$ cat src/hdl/sqv_pkg.sv
`default_nettype none

package sqv_pkg;

    typedef enum logic [1:0] {
        MODE_TICK    = 2'd0,
        MODE_QUARTER = 2'd1,
        MODE_HALF    = 2'd2,
        MODE_LOAD    = 2'd3
    } mode_t;

    localparam logic [2:0] REG_DUTY_MODE       = 3'd0;
    localparam logic [2:0] REG_ENVELOPE_PERIOD = 3'd1;
    localparam logic [2:0] REG_FIXED_VOLUME    = 3'd2;
    localparam logic [2:0] REG_ENVELOPE_MODE   = 3'd3;
    localparam logic [2:0] REG_SWEEP_CONTROL   = 3'd4;
    localparam logic [2:0] REG_LENGTH_ENABLE   = 3'd5;
    localparam logic [2:0] REG_VOICE_ENABLE    = 3'd6;
    localparam logic [2:0] REG_ONES_NEGATE     = 3'd7;

    localparam logic [3:0]  ENV_TOP    = 4'd15;
    localparam logic [15:0] PERIOD_MIN = 16'd8;
    localparam logic [15:0] PERIOD_MAX = 16'h07FF;

    localparam logic [3:0][7:0] DUTY_PATTERNS = {8'hF9, 8'h1E, 8'h06, 8'h02};

    typedef struct packed {
        logic [1:0] duty_mode;
        logic [3:0] envelope_period;
        logic [3:0] fixed_volume;
        logic [1:0] envelope_mode;
        logic [7:0] sweep_control;
        logic       length_count_enable;
        logic       voice_enable;
        logic       ones_complement_negate;
    } cfg_t;

    typedef struct packed {
        mode_t       mode;
        logic [10:0] period_load;
        logic [7:0]  length_load;
        logic        restart_envelope;
        logic        reload_sweep;
    } item_t;

    typedef struct packed {
        logic [3:0]  level;
        logic [15:0] current_period;
        logic [7:0]  length_left;
    } result_t;

    function automatic logic duty_bit(input logic [1:0] mode, input logic [2:0] phase);
        logic [7:0] pattern;
        pattern = DUTY_PATTERNS[mode];
        return pattern[phase];
    endfunction

endpackage

`default_nettype wire

$ cat src/hdl/sqv_core.sv
`default_nettype none

module sqv_core (
    input  wire logic             aclk,
    input  wire logic             aresetn,
    input  wire logic             step,
    input  wire sqv_pkg::cfg_t    cfg,
    input  wire sqv_pkg::item_t   item,
    output sqv_pkg::result_t      result
);

    logic [15:0] period_reg, period_next;
    logic [15:0] timer_count_reg, timer_count_next;
    logic [2:0]  duty_phase_reg, duty_phase_next;
    logic        env_start_reg, env_start_next;
    logic [3:0]  env_divider_reg, env_divider_next;
    logic [3:0]  env_level_reg, env_level_next;
    logic        sweep_reload_reg, sweep_reload_next;
    logic [2:0]  sweep_divider_reg, sweep_divider_next;
    logic [7:0]  length_reg, length_next;

    // envelope clocked
    logic [3:0]  env_div_clk, env_lvl_clk;
    // sweep clocked
    logic [15:0] sweep_delta, sweep_period;
    logic [15:0] period_swept;
    logic [2:0]  sweep_div_clk;
    logic        sweep_on;
    logic [2:0]  sweep_reload_val;
    logic        level_on;

    always_comb begin
        env_div_clk = env_divider_reg;
        env_lvl_clk = env_level_reg;
        if (env_start_reg) begin
            env_lvl_clk = sqv_pkg::ENV_TOP;
            env_div_clk = cfg.envelope_period;
        end else if (env_divider_reg != 4'd0) begin
            env_div_clk = env_divider_reg - 4'd1;
        end else begin
            if (env_level_reg != 4'd0) begin
                env_lvl_clk = env_level_reg - 4'd1;
            end else if (cfg.envelope_mode[1]) begin
                env_lvl_clk = sqv_pkg::ENV_TOP;
            end
            env_div_clk = cfg.envelope_period;
        end
    end

    assign sweep_on         = cfg.sweep_control[7];
    assign sweep_reload_val = cfg.sweep_control[6:4];
    assign sweep_delta      = period_reg >> cfg.sweep_control[2:0];

    // ones' complement negate: p - d - 1 = p + ~d
    always_comb begin
        if (cfg.sweep_control[3]) begin
            if (cfg.ones_complement_negate) begin
                sweep_period = period_reg + ~sweep_delta;
            end else begin
                sweep_period = period_reg - sweep_delta;
            end
        end else begin
            sweep_period = period_reg + sweep_delta;
        end
    end

    always_comb begin
        period_swept  = period_reg;
        sweep_div_clk = sweep_divider_reg;
        if (sweep_reload_reg) begin
            if (sweep_on && sweep_divider_reg == 3'd0) begin
                period_swept = sweep_period;
            end
            sweep_div_clk = sweep_reload_val;
        end else if (sweep_divider_reg != 3'd0) begin
            sweep_div_clk = sweep_divider_reg - 3'd1;
        end else begin
            if (sweep_on) begin
                period_swept = sweep_period;
            end
            sweep_div_clk = sweep_reload_val;
        end
    end

    always_comb begin
        period_next        = period_reg;
        timer_count_next   = timer_count_reg;
        duty_phase_next    = duty_phase_reg;
        env_start_next     = env_start_reg;
        env_divider_next   = env_divider_reg;
        env_level_next     = env_level_reg;
        sweep_reload_next  = sweep_reload_reg;
        sweep_divider_next = sweep_divider_reg;
        length_next        = length_reg;
        unique case (item.mode)
            sqv_pkg::MODE_TICK: begin
                if (timer_count_reg == 16'd0) begin
                    timer_count_next = period_reg;
                    duty_phase_next  = duty_phase_reg + 3'd1;
                end else begin
                    timer_count_next = timer_count_reg - 16'd1;
                end
            end
            sqv_pkg::MODE_QUARTER: begin
                env_start_next   = 1'b0;
                env_divider_next = env_div_clk;
                env_level_next   = env_lvl_clk;
            end
            sqv_pkg::MODE_HALF: begin
                env_start_next     = 1'b0;
                env_divider_next   = env_div_clk;
                env_level_next     = env_lvl_clk;
                period_next        = period_swept;
                sweep_divider_next = sweep_div_clk;
                sweep_reload_next  = 1'b0;
                if (cfg.length_count_enable && length_reg != 8'd0) begin
                    length_next = length_reg - 8'd1;
                end
            end
            sqv_pkg::MODE_LOAD: begin
                period_next = {5'd0, item.period_load};
                length_next = item.length_load;
                if (item.restart_envelope) begin
                    env_start_next = 1'b1;
                end
                if (item.reload_sweep) begin
                    sweep_reload_next = 1'b1;
                end
            end
            default: ;
        endcase
    end

    assign level_on = cfg.voice_enable && (length_next != 8'd0)
                   && sqv_pkg::duty_bit(cfg.duty_mode, duty_phase_next)
                   && (period_next >= sqv_pkg::PERIOD_MIN)
                   && (period_next <= sqv_pkg::PERIOD_MAX);

    always_comb begin
        result.current_period = period_next;
        result.length_left    = length_next;
        if (!level_on) begin
            result.level = 4'd0;
        end else if (cfg.envelope_mode[0]) begin
            result.level = env_level_next;
        end else begin
            result.level = cfg.fixed_volume;
        end
    end

    always_ff @(posedge aclk) begin
        if (!aresetn) begin
            period_reg        <= '0;
            timer_count_reg   <= '0;
            duty_phase_reg    <= '0;
            env_start_reg     <= 1'b0;
            env_divider_reg   <= '0;
            env_level_reg     <= '0;
            sweep_reload_reg  <= 1'b0;
            sweep_divider_reg <= '0;
            length_reg        <= '0;
        end else if (step) begin
            period_reg        <= period_next;
            timer_count_reg   <= timer_count_next;
            duty_phase_reg    <= duty_phase_next;
            env_start_reg     <= env_start_next;
            env_divider_reg   <= env_divider_next;
            env_level_reg     <= env_level_next;
            sweep_reload_reg  <= sweep_reload_next;
            sweep_divider_reg <= sweep_divider_next;
            length_reg        <= length_next;
        end
    end

endmodule

`default_nettype wire

$ cat src/hdl/square_wave_voice_channel.sv
// Square-wave voice: one event per input beat, one result beat per event.
// Input channel s_*: s_tuser carries the event kind (tick, quarter frame,
// half frame, load); s_tdata carries the load fields.
// Result channel m_*: level, period and length count after the event.
// Configuration channel cfg_*: cfg_index selects a register, cfg_data is
// written when cfg_valid is high; cfg_ready is always high. Write only
// while no event is in flight.
// An accepted beat is captured in the input register, passes through the
// core logic and is loaded into the result register, which drives
// m_tvalid; that load waits while a held result has not been taken.
// Throughput: one beat per cycle while m_tready is high; the state update
// is a single pass of compare/add logic between input and result register.
// When m_tready is low the result register holds, the input register fills,
// and s_tready drops until the result is taken.
// Reset (aresetn low, synchronous) empties both registers, clears the
// voice state and sets all registers to zero, except the ones' complement
// negate flag, which comes up set.
`default_nettype none

module square_wave_voice_channel (
    input  wire logic        aclk,
    input  wire logic        aresetn,

    input  wire logic        s_tvalid,
    output logic             s_tready,
    // [10:0] period_load, [18:11] length_load, [19] restart_envelope,
    // [20] reload_sweep, [23:21] zero
    input  wire logic [23:0] s_tdata,
    // [1:0] mode
    input  wire logic [1:0]  s_tuser,

    output logic             m_tvalid,
    input  wire logic        m_tready,
    // [3:0] level, [19:4] current_period, [27:20] length_left, [31:28] zero
    output logic [31:0]      m_tdata,

    input  wire logic        cfg_valid,
    output logic             cfg_ready,
    input  wire logic [2:0]  cfg_index,
    input  wire logic [7:0]  cfg_data
);

    sqv_pkg::cfg_t    cfg_reg;
    sqv_pkg::item_t   item_reg;
    sqv_pkg::result_t result_next;
    sqv_pkg::result_t result_reg;
    logic             in_valid_reg;
    logic             out_valid_reg;
    logic             advance;

    assign advance   = in_valid_reg && (!out_valid_reg || m_tready);
    assign s_tready  = !in_valid_reg || advance;
    assign cfg_ready = 1'b1;
    assign m_tvalid  = out_valid_reg;
    assign m_tdata   = {4'd0, result_reg.length_left, result_reg.current_period,
                        result_reg.level};

    always_ff @(posedge aclk) begin
        if (!aresetn) begin
            cfg_reg <= '{duty_mode: 2'd0, envelope_period: 4'd0, fixed_volume: 4'd0,
                         envelope_mode: 2'd0, sweep_control: 8'd0,
                         length_count_enable: 1'b0, voice_enable: 1'b0,
                         ones_complement_negate: 1'b1};
        end else if (cfg_valid) begin
            unique case (cfg_index)
                sqv_pkg::REG_DUTY_MODE:       cfg_reg.duty_mode <= cfg_data[1:0];
                sqv_pkg::REG_ENVELOPE_PERIOD: cfg_reg.envelope_period <= cfg_data[3:0];
                sqv_pkg::REG_FIXED_VOLUME:    cfg_reg.fixed_volume <= cfg_data[3:0];
                sqv_pkg::REG_ENVELOPE_MODE:   cfg_reg.envelope_mode <= cfg_data[1:0];
                sqv_pkg::REG_SWEEP_CONTROL:   cfg_reg.sweep_control <= cfg_data;
                sqv_pkg::REG_LENGTH_ENABLE:   cfg_reg.length_count_enable <= cfg_data[0];
                sqv_pkg::REG_VOICE_ENABLE:    cfg_reg.voice_enable <= cfg_data[0];
                sqv_pkg::REG_ONES_NEGATE:     cfg_reg.ones_complement_negate <= cfg_data[0];
                default: ;
            endcase
        end
    end

    always_ff @(posedge aclk) begin
        if (!aresetn) begin
            in_valid_reg <= 1'b0;
        end else if (s_tready) begin
            in_valid_reg <= s_tvalid;
        end
    end

    always_ff @(posedge aclk) begin
        if (s_tvalid && s_tready) begin
            item_reg.mode             <= sqv_pkg::mode_t'(s_tuser);
            item_reg.period_load      <= s_tdata[10:0];
            item_reg.length_load      <= s_tdata[18:11];
            item_reg.restart_envelope <= s_tdata[19];
            item_reg.reload_sweep     <= s_tdata[20];
        end
    end

    always_ff @(posedge aclk) begin
        if (!aresetn) begin
            out_valid_reg <= 1'b0;
        end else if (advance) begin
            out_valid_reg <= 1'b1;
        end else if (m_tready) begin
            out_valid_reg <= 1'b0;
        end
    end

    always_ff @(posedge aclk) begin
        if (advance) begin
            result_reg <= result_next;
        end
    end

    sqv_core u_core (
        .aclk    (aclk),
        .aresetn (aresetn),
        .step    (advance),
        .cfg     (cfg_reg),
        .item    (item_reg),
        .result  (result_next)
    );

endmodule

`default_nettype wire

$ cat config.mk
export PLATFORM = sky130hd
export DESIGN_NAME = square_wave_voice_channel
export DESIGN_NICKNAME = d
export VERILOG_FILES = /design/src/hdl/sqv_pkg.sv /design/src/hdl/sqv_core.sv /design/src/hdl/square_wave_voice_channel.sv
export SDC_FILE = /design/constraint.sdc
export NUM_CORES = 1
export LEC_CHECK = 0
export BUFFER_PORTS_ARGS = -buffer_cell sky130_fd_sc_hd__buf_2
export CAP_MARGIN = 0
export CORE_MARGIN = 1
export CORE_UTILIZATION = 30
export DETAILED_ROUTE_END_ITERATION = 10
export PLACE_DENSITY = 0.48
export SYNTH_ARGS = -nofsm -noshare
export SYNTH_HDL_FRONTEND = slang
export SYNTH_SLANG_ARGS = --single-unit
$ cat constraint.sdc
create_clock -name aclk -period 7 [get_ports aclk]
set_clock_uncertainty 0.2 [all_clocks]
set_input_delay 1.4 -clock aclk [delete_from_list [all_inputs] [get_ports aclk]]
set_output_delay 1.4 -clock aclk [all_outputs]
set_load 0.03 [all_outputs]
# [Word level (Yosys, flattened, before mapping)]
# Cells that the tools add are included.
[word_totals] reg_bits=132 input_bits=42 output_inout_bits=35 word_cells=124
[op_classes] add_sub_neg=9 n_lt_le_gt_ge=4 eq_ne=12 shifts=1 mux=32 bitwise_logic=1 n_reduce_logical=38
[op_table] operator="16-bit 2-to-1 mux" n=7
[op_table] operator="16-bit adder" n=2
[op_table] operator="4-bit 2-to-1 mux" n=8
[op_table] operator="16-bit one-hot mux with 2 select lines" n=1
[op_table] operator="2-bit AND reduction" n=11
[op_table] operator="8-bit binary-select mux with 2-bit select" n=1
[op_table] operator="16-bit by 4-bit greater-or-equal comparator with 1-bit output (second input constant)" n=1
[op_table] operator="16-bit by 11-bit <= comparator with 1-bit output (second input constant)" n=1
[op_table] operator="16-bit zero test" n=1
[op_table] operator="8-bit 2-to-1 mux" n=2
[op_table] operator="16-bit NOT" n=1
[op_table] operator="8-bit one-hot mux with 2 select lines" n=1
[op_table] operator="8-bit nonzero test" n=2
[op_table] operator="16-bit by 3-bit right shift with 16-bit output" n=1
[op_table] operator="16-bit by 1-bit subtractor with 16-bit output (second input constant)" n=1
[op_table] operator="16-bit subtractor" n=1
[op_table] operator="3-bit == test (second input constant)" n=4
[op_table] operator="3-bit 2-to-1 mux" n=4
[op_table] operator="1-bit logical AND" n=8
[op_table] operator="4-bit nonzero test" n=2
[op_table] operator="4-bit by 1-bit subtractor with 4-bit output (second input constant)" n=2
[op_table] operator="8-bit by 1-bit subtractor with 8-bit output (second input constant)" n=1
[op_table] operator="3-bit by 2-bit == test with 1-bit output (second input constant)" n=2
[op_table] operator="3-bit zero test" n=2
[op_table] operator="18 further kinds" n=30

# [Longest topological paths before layout]
[depth] depth_word=12 depth_mapped=21 ltp_nobuf=19

# [Cells and area by module]
# A second synthesis with hierarchy kept.
[hier_totals] cells_unflattened=886 hier_area_um2=8003.9
[by_module_without_submodules] mod="sqv_core" instances=1 cells_per_inst=726 area_per_inst_um2=5402.7 seq_area_each_um2=1121.1
[by_module_without_submodules] mod="square_wave_voice_channel" instances=1 cells_per_inst=160 area_per_inst_um2=2601.2 seq_area_each_um2=2031.9

# [Least setup slack after synthesis]
# No wires, ideal clock.
[synth_path] kind="reg-to-reg" startpoint="register cfg_reg[4] (netlist bit)" endpoint="register result_reg (netlist bit m_tdata[0]) (data pin)" t_arrival_ns=4.451 t_required_ns=6.527 path_slack_ns=2.075 stages_incl_launch_ff=20 n_path_buf=1 path_cell_list="dfxtp_1 -> buf_6 -> mux2_1 -> a211oi_4 -> ha_1 -> nand2b_1 -> nor4bb_1 -> nand3_1 -> o31ai_1 -> xnor2_1 -> ha_1 -> nand4_1 -> or4_1 -> and4_1 -> o2bb2ai_1 -> o21ai_0 -> nand2_1 -> mux2i_1 -> mux2_4 -> nor4b_1"
[synth_via] elab_chain_len=12 word_cells_on_any_way=16 classes_between="3 x add/sub; 2 x order compare; 1 x shift; 7 x mux; 1 x bitwise; 2 x reduce/logical"
[synth_rtl] item="start, declared" line="square_wave_voice_channel.sv:43" rtl="sqv_pkg::cfg_t cfg_reg;"
[synth_rtl] item="start signal, assigned" line="square_wave_voice_channel.sv:60" rtl="cfg_reg <= '{duty_mode: 2'd0, envelope_period: 4'd0, fixed_volume: 4'd0,"
[synth_rtl] item="16-bit by 3-bit right shift with 16-bit output *" line="sqv_core.sv:52" rtl="assign sweep_delta = period_reg >> cfg.sweep_control[2:0];"
[synth_rtl] item="16-bit NOT" line="sqv_core.sv:58" rtl="sweep_period = period_reg + ~sweep_delta;"
[synth_rtl] item="16-bit adder" line="sqv_core.sv:58"
[synth_rtl] item="16-bit 2-to-1 mux" line="sqv_core.sv:57" rtl="if (cfg.ones_complement_negate) begin"
[synth_rtl] item="16-bit 2-to-1 mux *" line="sqv_core.sv:56" rtl="if (cfg.sweep_control[3]) begin"
[synth_rtl] item="16-bit 2-to-1 mux" line="sqv_core.sv:78" rtl="if (sweep_on) begin"
[synth_rtl] item="16-bit 2-to-1 mux" line="sqv_core.sv:75" rtl="end else if (sweep_divider_reg != 3'd0) begin"
[synth_rtl] item="16-bit 2-to-1 mux *" line="sqv_core.sv:70" rtl="if (sweep_reload_reg) begin"
[synth_rtl] item="16-bit one-hot mux with 2 select lines *" line="sqv_core.sv:95" rtl="unique case (item.mode)"
[synth_rtl] item="16-bit by 4-bit greater-or-equal comparator with 1-bit output" line="sqv_core.sv:136" rtl="&& (period_next >= sqv_pkg::PERIOD_MIN)"
[synth_rtl] item="1-bit logical AND" line="sqv_core.sv:136"
[synth_rtl] item="1-bit logical AND *" line="sqv_core.sv:137" rtl="&& (period_next <= sqv_pkg::PERIOD_MAX);"
[synth_rtl] item="end signal, assigned" line="square_wave_voice_channel.sv:109" rtl="result_reg <= result_next;"
[synth_rtl] item="end, declared" line="square_wave_voice_channel.sv:46" rtl="sqv_pkg::result_t result_reg;"
# Mark *: on every way between the ends. The rest lies on a longest branch, timed or not.
# A chain may end at the register's enable or synchronous reset.

# [Worst setup path after layout]
[layout_path] startpoint="register cfg_reg[4] (netlist bit)" endpoint="register result_reg (netlist bit m_tdata[3]) (data pin)"
# The elaborated chain is that of the path after synthesis.

==> summary.md <==
| Metric | Value |
|---|---|
| Fraction of the mapped netlist area in adder cells | 0.0529 |
| Clock power share | 0.438 |
| Post-Synth XOR/XNOR Area | 0.0311 |
| First DRT Iteration DRCs | 396 |
| Max_cap viols | 0 |
| Initial antenna violation count | 1 |
| Setup TNS | 0 ns |
| Initial DRT Pass Iterations | 5 |
| Combinational Power Share | 0.158 |
| R2r setup slk | 0.88 ns |
| Mux cell area share after synthesis | 0.0849 |
| Met2 routed WL | 10,400 um |
| Uppermost routed layer | met5 |
| Final setup violation count | 0 |
| Startpoint types | flip-flop |
| Syn Inst Count | 903 |
| Floorplan row count | 60 |
| Kind of critical path | flip-flop to flip-flop |
| Area grow syn2layout | 15.1% |
| Tcrit/Tclk final | 0.874 |
| Detailed placer's ending HPWL | 15,600 um |
| Worst min-delay path category | flip-flop to flip-flop |
| Synth Register Bits | 132 |
| Synth Area in Simple Gates | 0.229 |
| CTS clk-pin slew, worst paths | 0.06 ns |
| First-pass GRT wire length | 35,300 um |
| Status | finished, final reports clean |
| Number of gates resized after cts | 0 |
| Placeable Area | 26,900 um^2 |
| Drt wl/cell | 16.7 um |
| Seq/Total Area, Yosys | 0.386 |
| Port-buffer cells | 68 |
| CTS tree | yes |
| Lkg Pwr | 3.59 nW |
| Worst slew margin | 0.215 |
| Post-Place Cells | 1,274 |
| Layout cell share with drive strength beyond 1 | 0.141 |
| Clk buf depth | 2 |
| Antenna cells | 0 |
| All-Layer GR Usage | 0.160 |
| Final core utilization | 0.350 |
| DP Area | 8810 um^2 |
| DIE AREA | 27,900 um^2 |
| Synth Area in Compound Gates | 0.171 |
| Reg-to-reg startpoint | cfg_reg[4] |
| Most common cell after layout, fill and taps aside | nand2_1 |
| Internal | 1.52 mW |
| Slew Limit Fails | 0 |
| WHS Path Cells | 2 |
| Routed vias | 6,718 |
| Post-CTS Setup Repair Bufs | 0 |
| Die X | 167 um |
| Gr ovfl total | 0 |
| Worst Hold End | u_core.timer_count_reg[14] |
| Avg Inst Size Synth | 9.06 um^2 |
| Most used cells in the layout excluding fill and tap cells | nand2_1, dfxtp_1, nor2_1, buf_2 |
| H-tree depth | 4 |
| Mapped Area | 8180 um^2 |
| Fin cells | 1,306 |
| Async S/R FF share, synth | 0 |
| Hold path start | u_core.timer_count_reg[14] |
| DRC violations left | 0 |
| Number of global-route vias before repair | 6,541 |
| Die Y | 167 um |
| WL final | 21,700 um |
| Routability congestion estimate | 0.820 |
| Number of synthesized flops with an enable pin | 51 |
| RSZ-0062 raised after global routing | no |
| CP Capture Type | flip-flop |
| DRT antenna net count | 0 |
| Avg Vias per Cell | 5.14 |
| R2R Path End | m_tdata[3] |
| CTS buffer count | 17 |
| Layout Nets | 1,028 |
| Net Switching | 617 uW |
| Reg2reg path depth | 20 |
| Max reg flops | 28 |
| Sw Ratio | 0.288 |
| Worst VDD drop | 0.118 mV |
| Root Buffer | clkbuf_16 |
| Fillers | 2,807 |
| Tmin final | 6.12 ns |
| Yosys warning count | 0 |
| Worst-margin pin slew | 1.17 ns |
| Crit-path max FO | 14 |
| Sequential share of power | 0.404 |
| Pwr/cell area | 227 nW/um^2 |
| Worst-Skew Late Latency | 0.43 ns |
| CTS Hold Bufs | 0 |
| Met3 WL | 620 um |
| Ports | 77 |
| Final hold vios | 0 |
| Count of different cell masters after synthesis | 84 |
| Initial core utilization | 0.304 |
| Clock sinks | 132 |
| Largest net degree at the start of global routing | 84 |
| Cell area after layout | 9420 um^2 |
| CP Data Arrival Time | 6.13 ns |
| Achievable frequency | 163 MHz |
| Worst EP required | 7.01 ns |
| Wire length on met1 | 10,500 um |
| Top_reg_cell synth | dfxtp_1 |
| Combinational family with the most area after synthesis | simple AND/OR/NAND/NOR gates |
==> worst max path at each step <==
stage | endpoint | from | slack, ns | cells after the start
after detailed placement | m_tdata[3] | cfg_reg[4] | 0.98 | 20
after global routing | m_tdata[3] | cfg_reg[4] | 0.27 | 20
after CTS | m_tdata[2] | cfg_reg[4] | 0.90 | 20
final | m_tdata[3] | cfg_reg[4] | 0.88 | 20
after global placement | m_tdata[1] | cfg_reg[4] | 0.99 | 20
after floorplan | m_tdata[0] | cfg_reg[4] | 2.08 | 19
==> final cells by class <==
type	instances	area, um^2	area share
inverter	30	113	0.0120
clock buffer	18	429	0.0456
sequential	132	3150	0.335
clock inverter	14	179	0.0190
tap	341	427	0.0453
timing repair buffer	81	438	0.0465
multi-input combinational	690	4680	0.497
==> per-stage QoR <==
step | total power, mW | setup slack (ns) | hold slack (ns)
floorplan | 1.13 | 2.08 | 0.236
global placement | 1.22 | 0.985 | 0.247
detailed placement | 1.22 | 0.981 | 0.248
CTS | 2.17 | 0.896 | 0.256
global route | 2.24 | 0.274 | 0.300
finish | 2.14 | 0.882 | 0.253
==> power groups by stage <==
stage / sequential (mW) / combinational, mW / clock, mW
finish: 0.866 / 0.337 / 0.937
global route: 0.870 / 0.376 / 0.993
CTS: 0.866 / 0.340 / 0.965
detailed placement: 0.883 / 0.339 / 0
global placement: 0.883 / 0.337 / 0
floorplan: 0.887 / 0.240 / 0
==> kinds of logic after synthesis <==
group,count (synthesis)
simple gates,354
other cells,2
xor+xnor,29
fa+ha+maj,34
flops,132
buf+inv,84
compound gates,204
mux,64
==> cells in the mapped netlist, types with 4 or more instances <==
| cell type | number | share of area |
|---|---|---|
| o31ai_1 | 7 | 0.0064 |
| o21bai_1 | 4 | 0.0037 |
| a21oi_1 | 38 | 0.023 |
| inv_1 | 30 | 0.014 |
| nand2b_1 | 20 | 0.015 |
| a21boi_0 | 12 | 0.011 |
| nand4b_1 | 4 | 0.0043 |
| a21o_1 | 9 | 0.0083 |
| ha_1 | 33 | 0.050 |
| xor2_1 | 13 | 0.014 |
| a22oi_1 | 10 | 0.0092 |
| xnor2_1 | 16 | 0.017 |
| o22ai_1 | 8 | 0.0061 |
| dfxtp_1 | 81 | 0.20 |
| o21ai_0 | 44 | 0.027 |
| mux2_1 | 5 | 0.0069 |
| or4_1 | 7 | 0.0064 |
| buf_2 | 6 | 0.0037 |
| nand3_1 | 18 | 0.011 |
| a211oi_1 | 9 | 0.0083 |
| o211ai_1 | 7 | 0.0064 |
| nor3b_1 | 19 | 0.017 |
| nor4b_1 | 5 | 0.0054 |
| mux2_2 | 4 | 0.0055 |
| nor4_1 | 8 | 0.0061 |
| nand3b_1 | 4 | 0.0037 |
| nor3_1 | 26 | 0.016 |
| mux2i_1 | 51 | 0.062 |
| nor2_1 | 73 | 0.034 |
| nor2b_1 | 39 | 0.030 |
| edfxtp_1 | 51 | 0.19 |
| and2_1 | 14 | 0.011 |
| nand4_1 | 4 | 0.0031 |
| a31oi_1 | 9 | 0.0069 |
| o211a_1 | 7 | 0.0086 |
| nand2_1 | 87 | 0.040 |
| buf_4 | 5 | 0.0046 |
| or3_1 | 6 | 0.0046 |
| clkbuf_1 | 37 | 0.017 |
| a32oi_1 | 4 | 0.0043 |
==> critical path, stage by stage, from the launching register on <==
cell       delay [ns]
dfxtp_1          0.62
buf_4            0.30
or2_1            0.30
o22ai_1          0.18
a211oi_4         0.28
ha_1             0.21
nand2b_1         0.09
nor4bb_1         0.35
nand3_1          0.16
o31ai_1          0.48
xnor2_1          0.13
ha_1             0.40
nand4_1          0.13
or4_1            0.42
and4_1           0.20
xnor2_1          0.16
a2111oi_2        0.38
o311ai_1         0.15
nor3_1           0.18
o31ai_1          0.24
nor4b_1          0.34
==> routing by layer <==
metal  vias up  global-route usage
met5         -                   0
met4         2              0.0435
met3        21              0.0295
met2        86               0.271
met1      3233               0.207
li1       3376                   -
No activity file was read; power rests on OpenSTA's default activity.
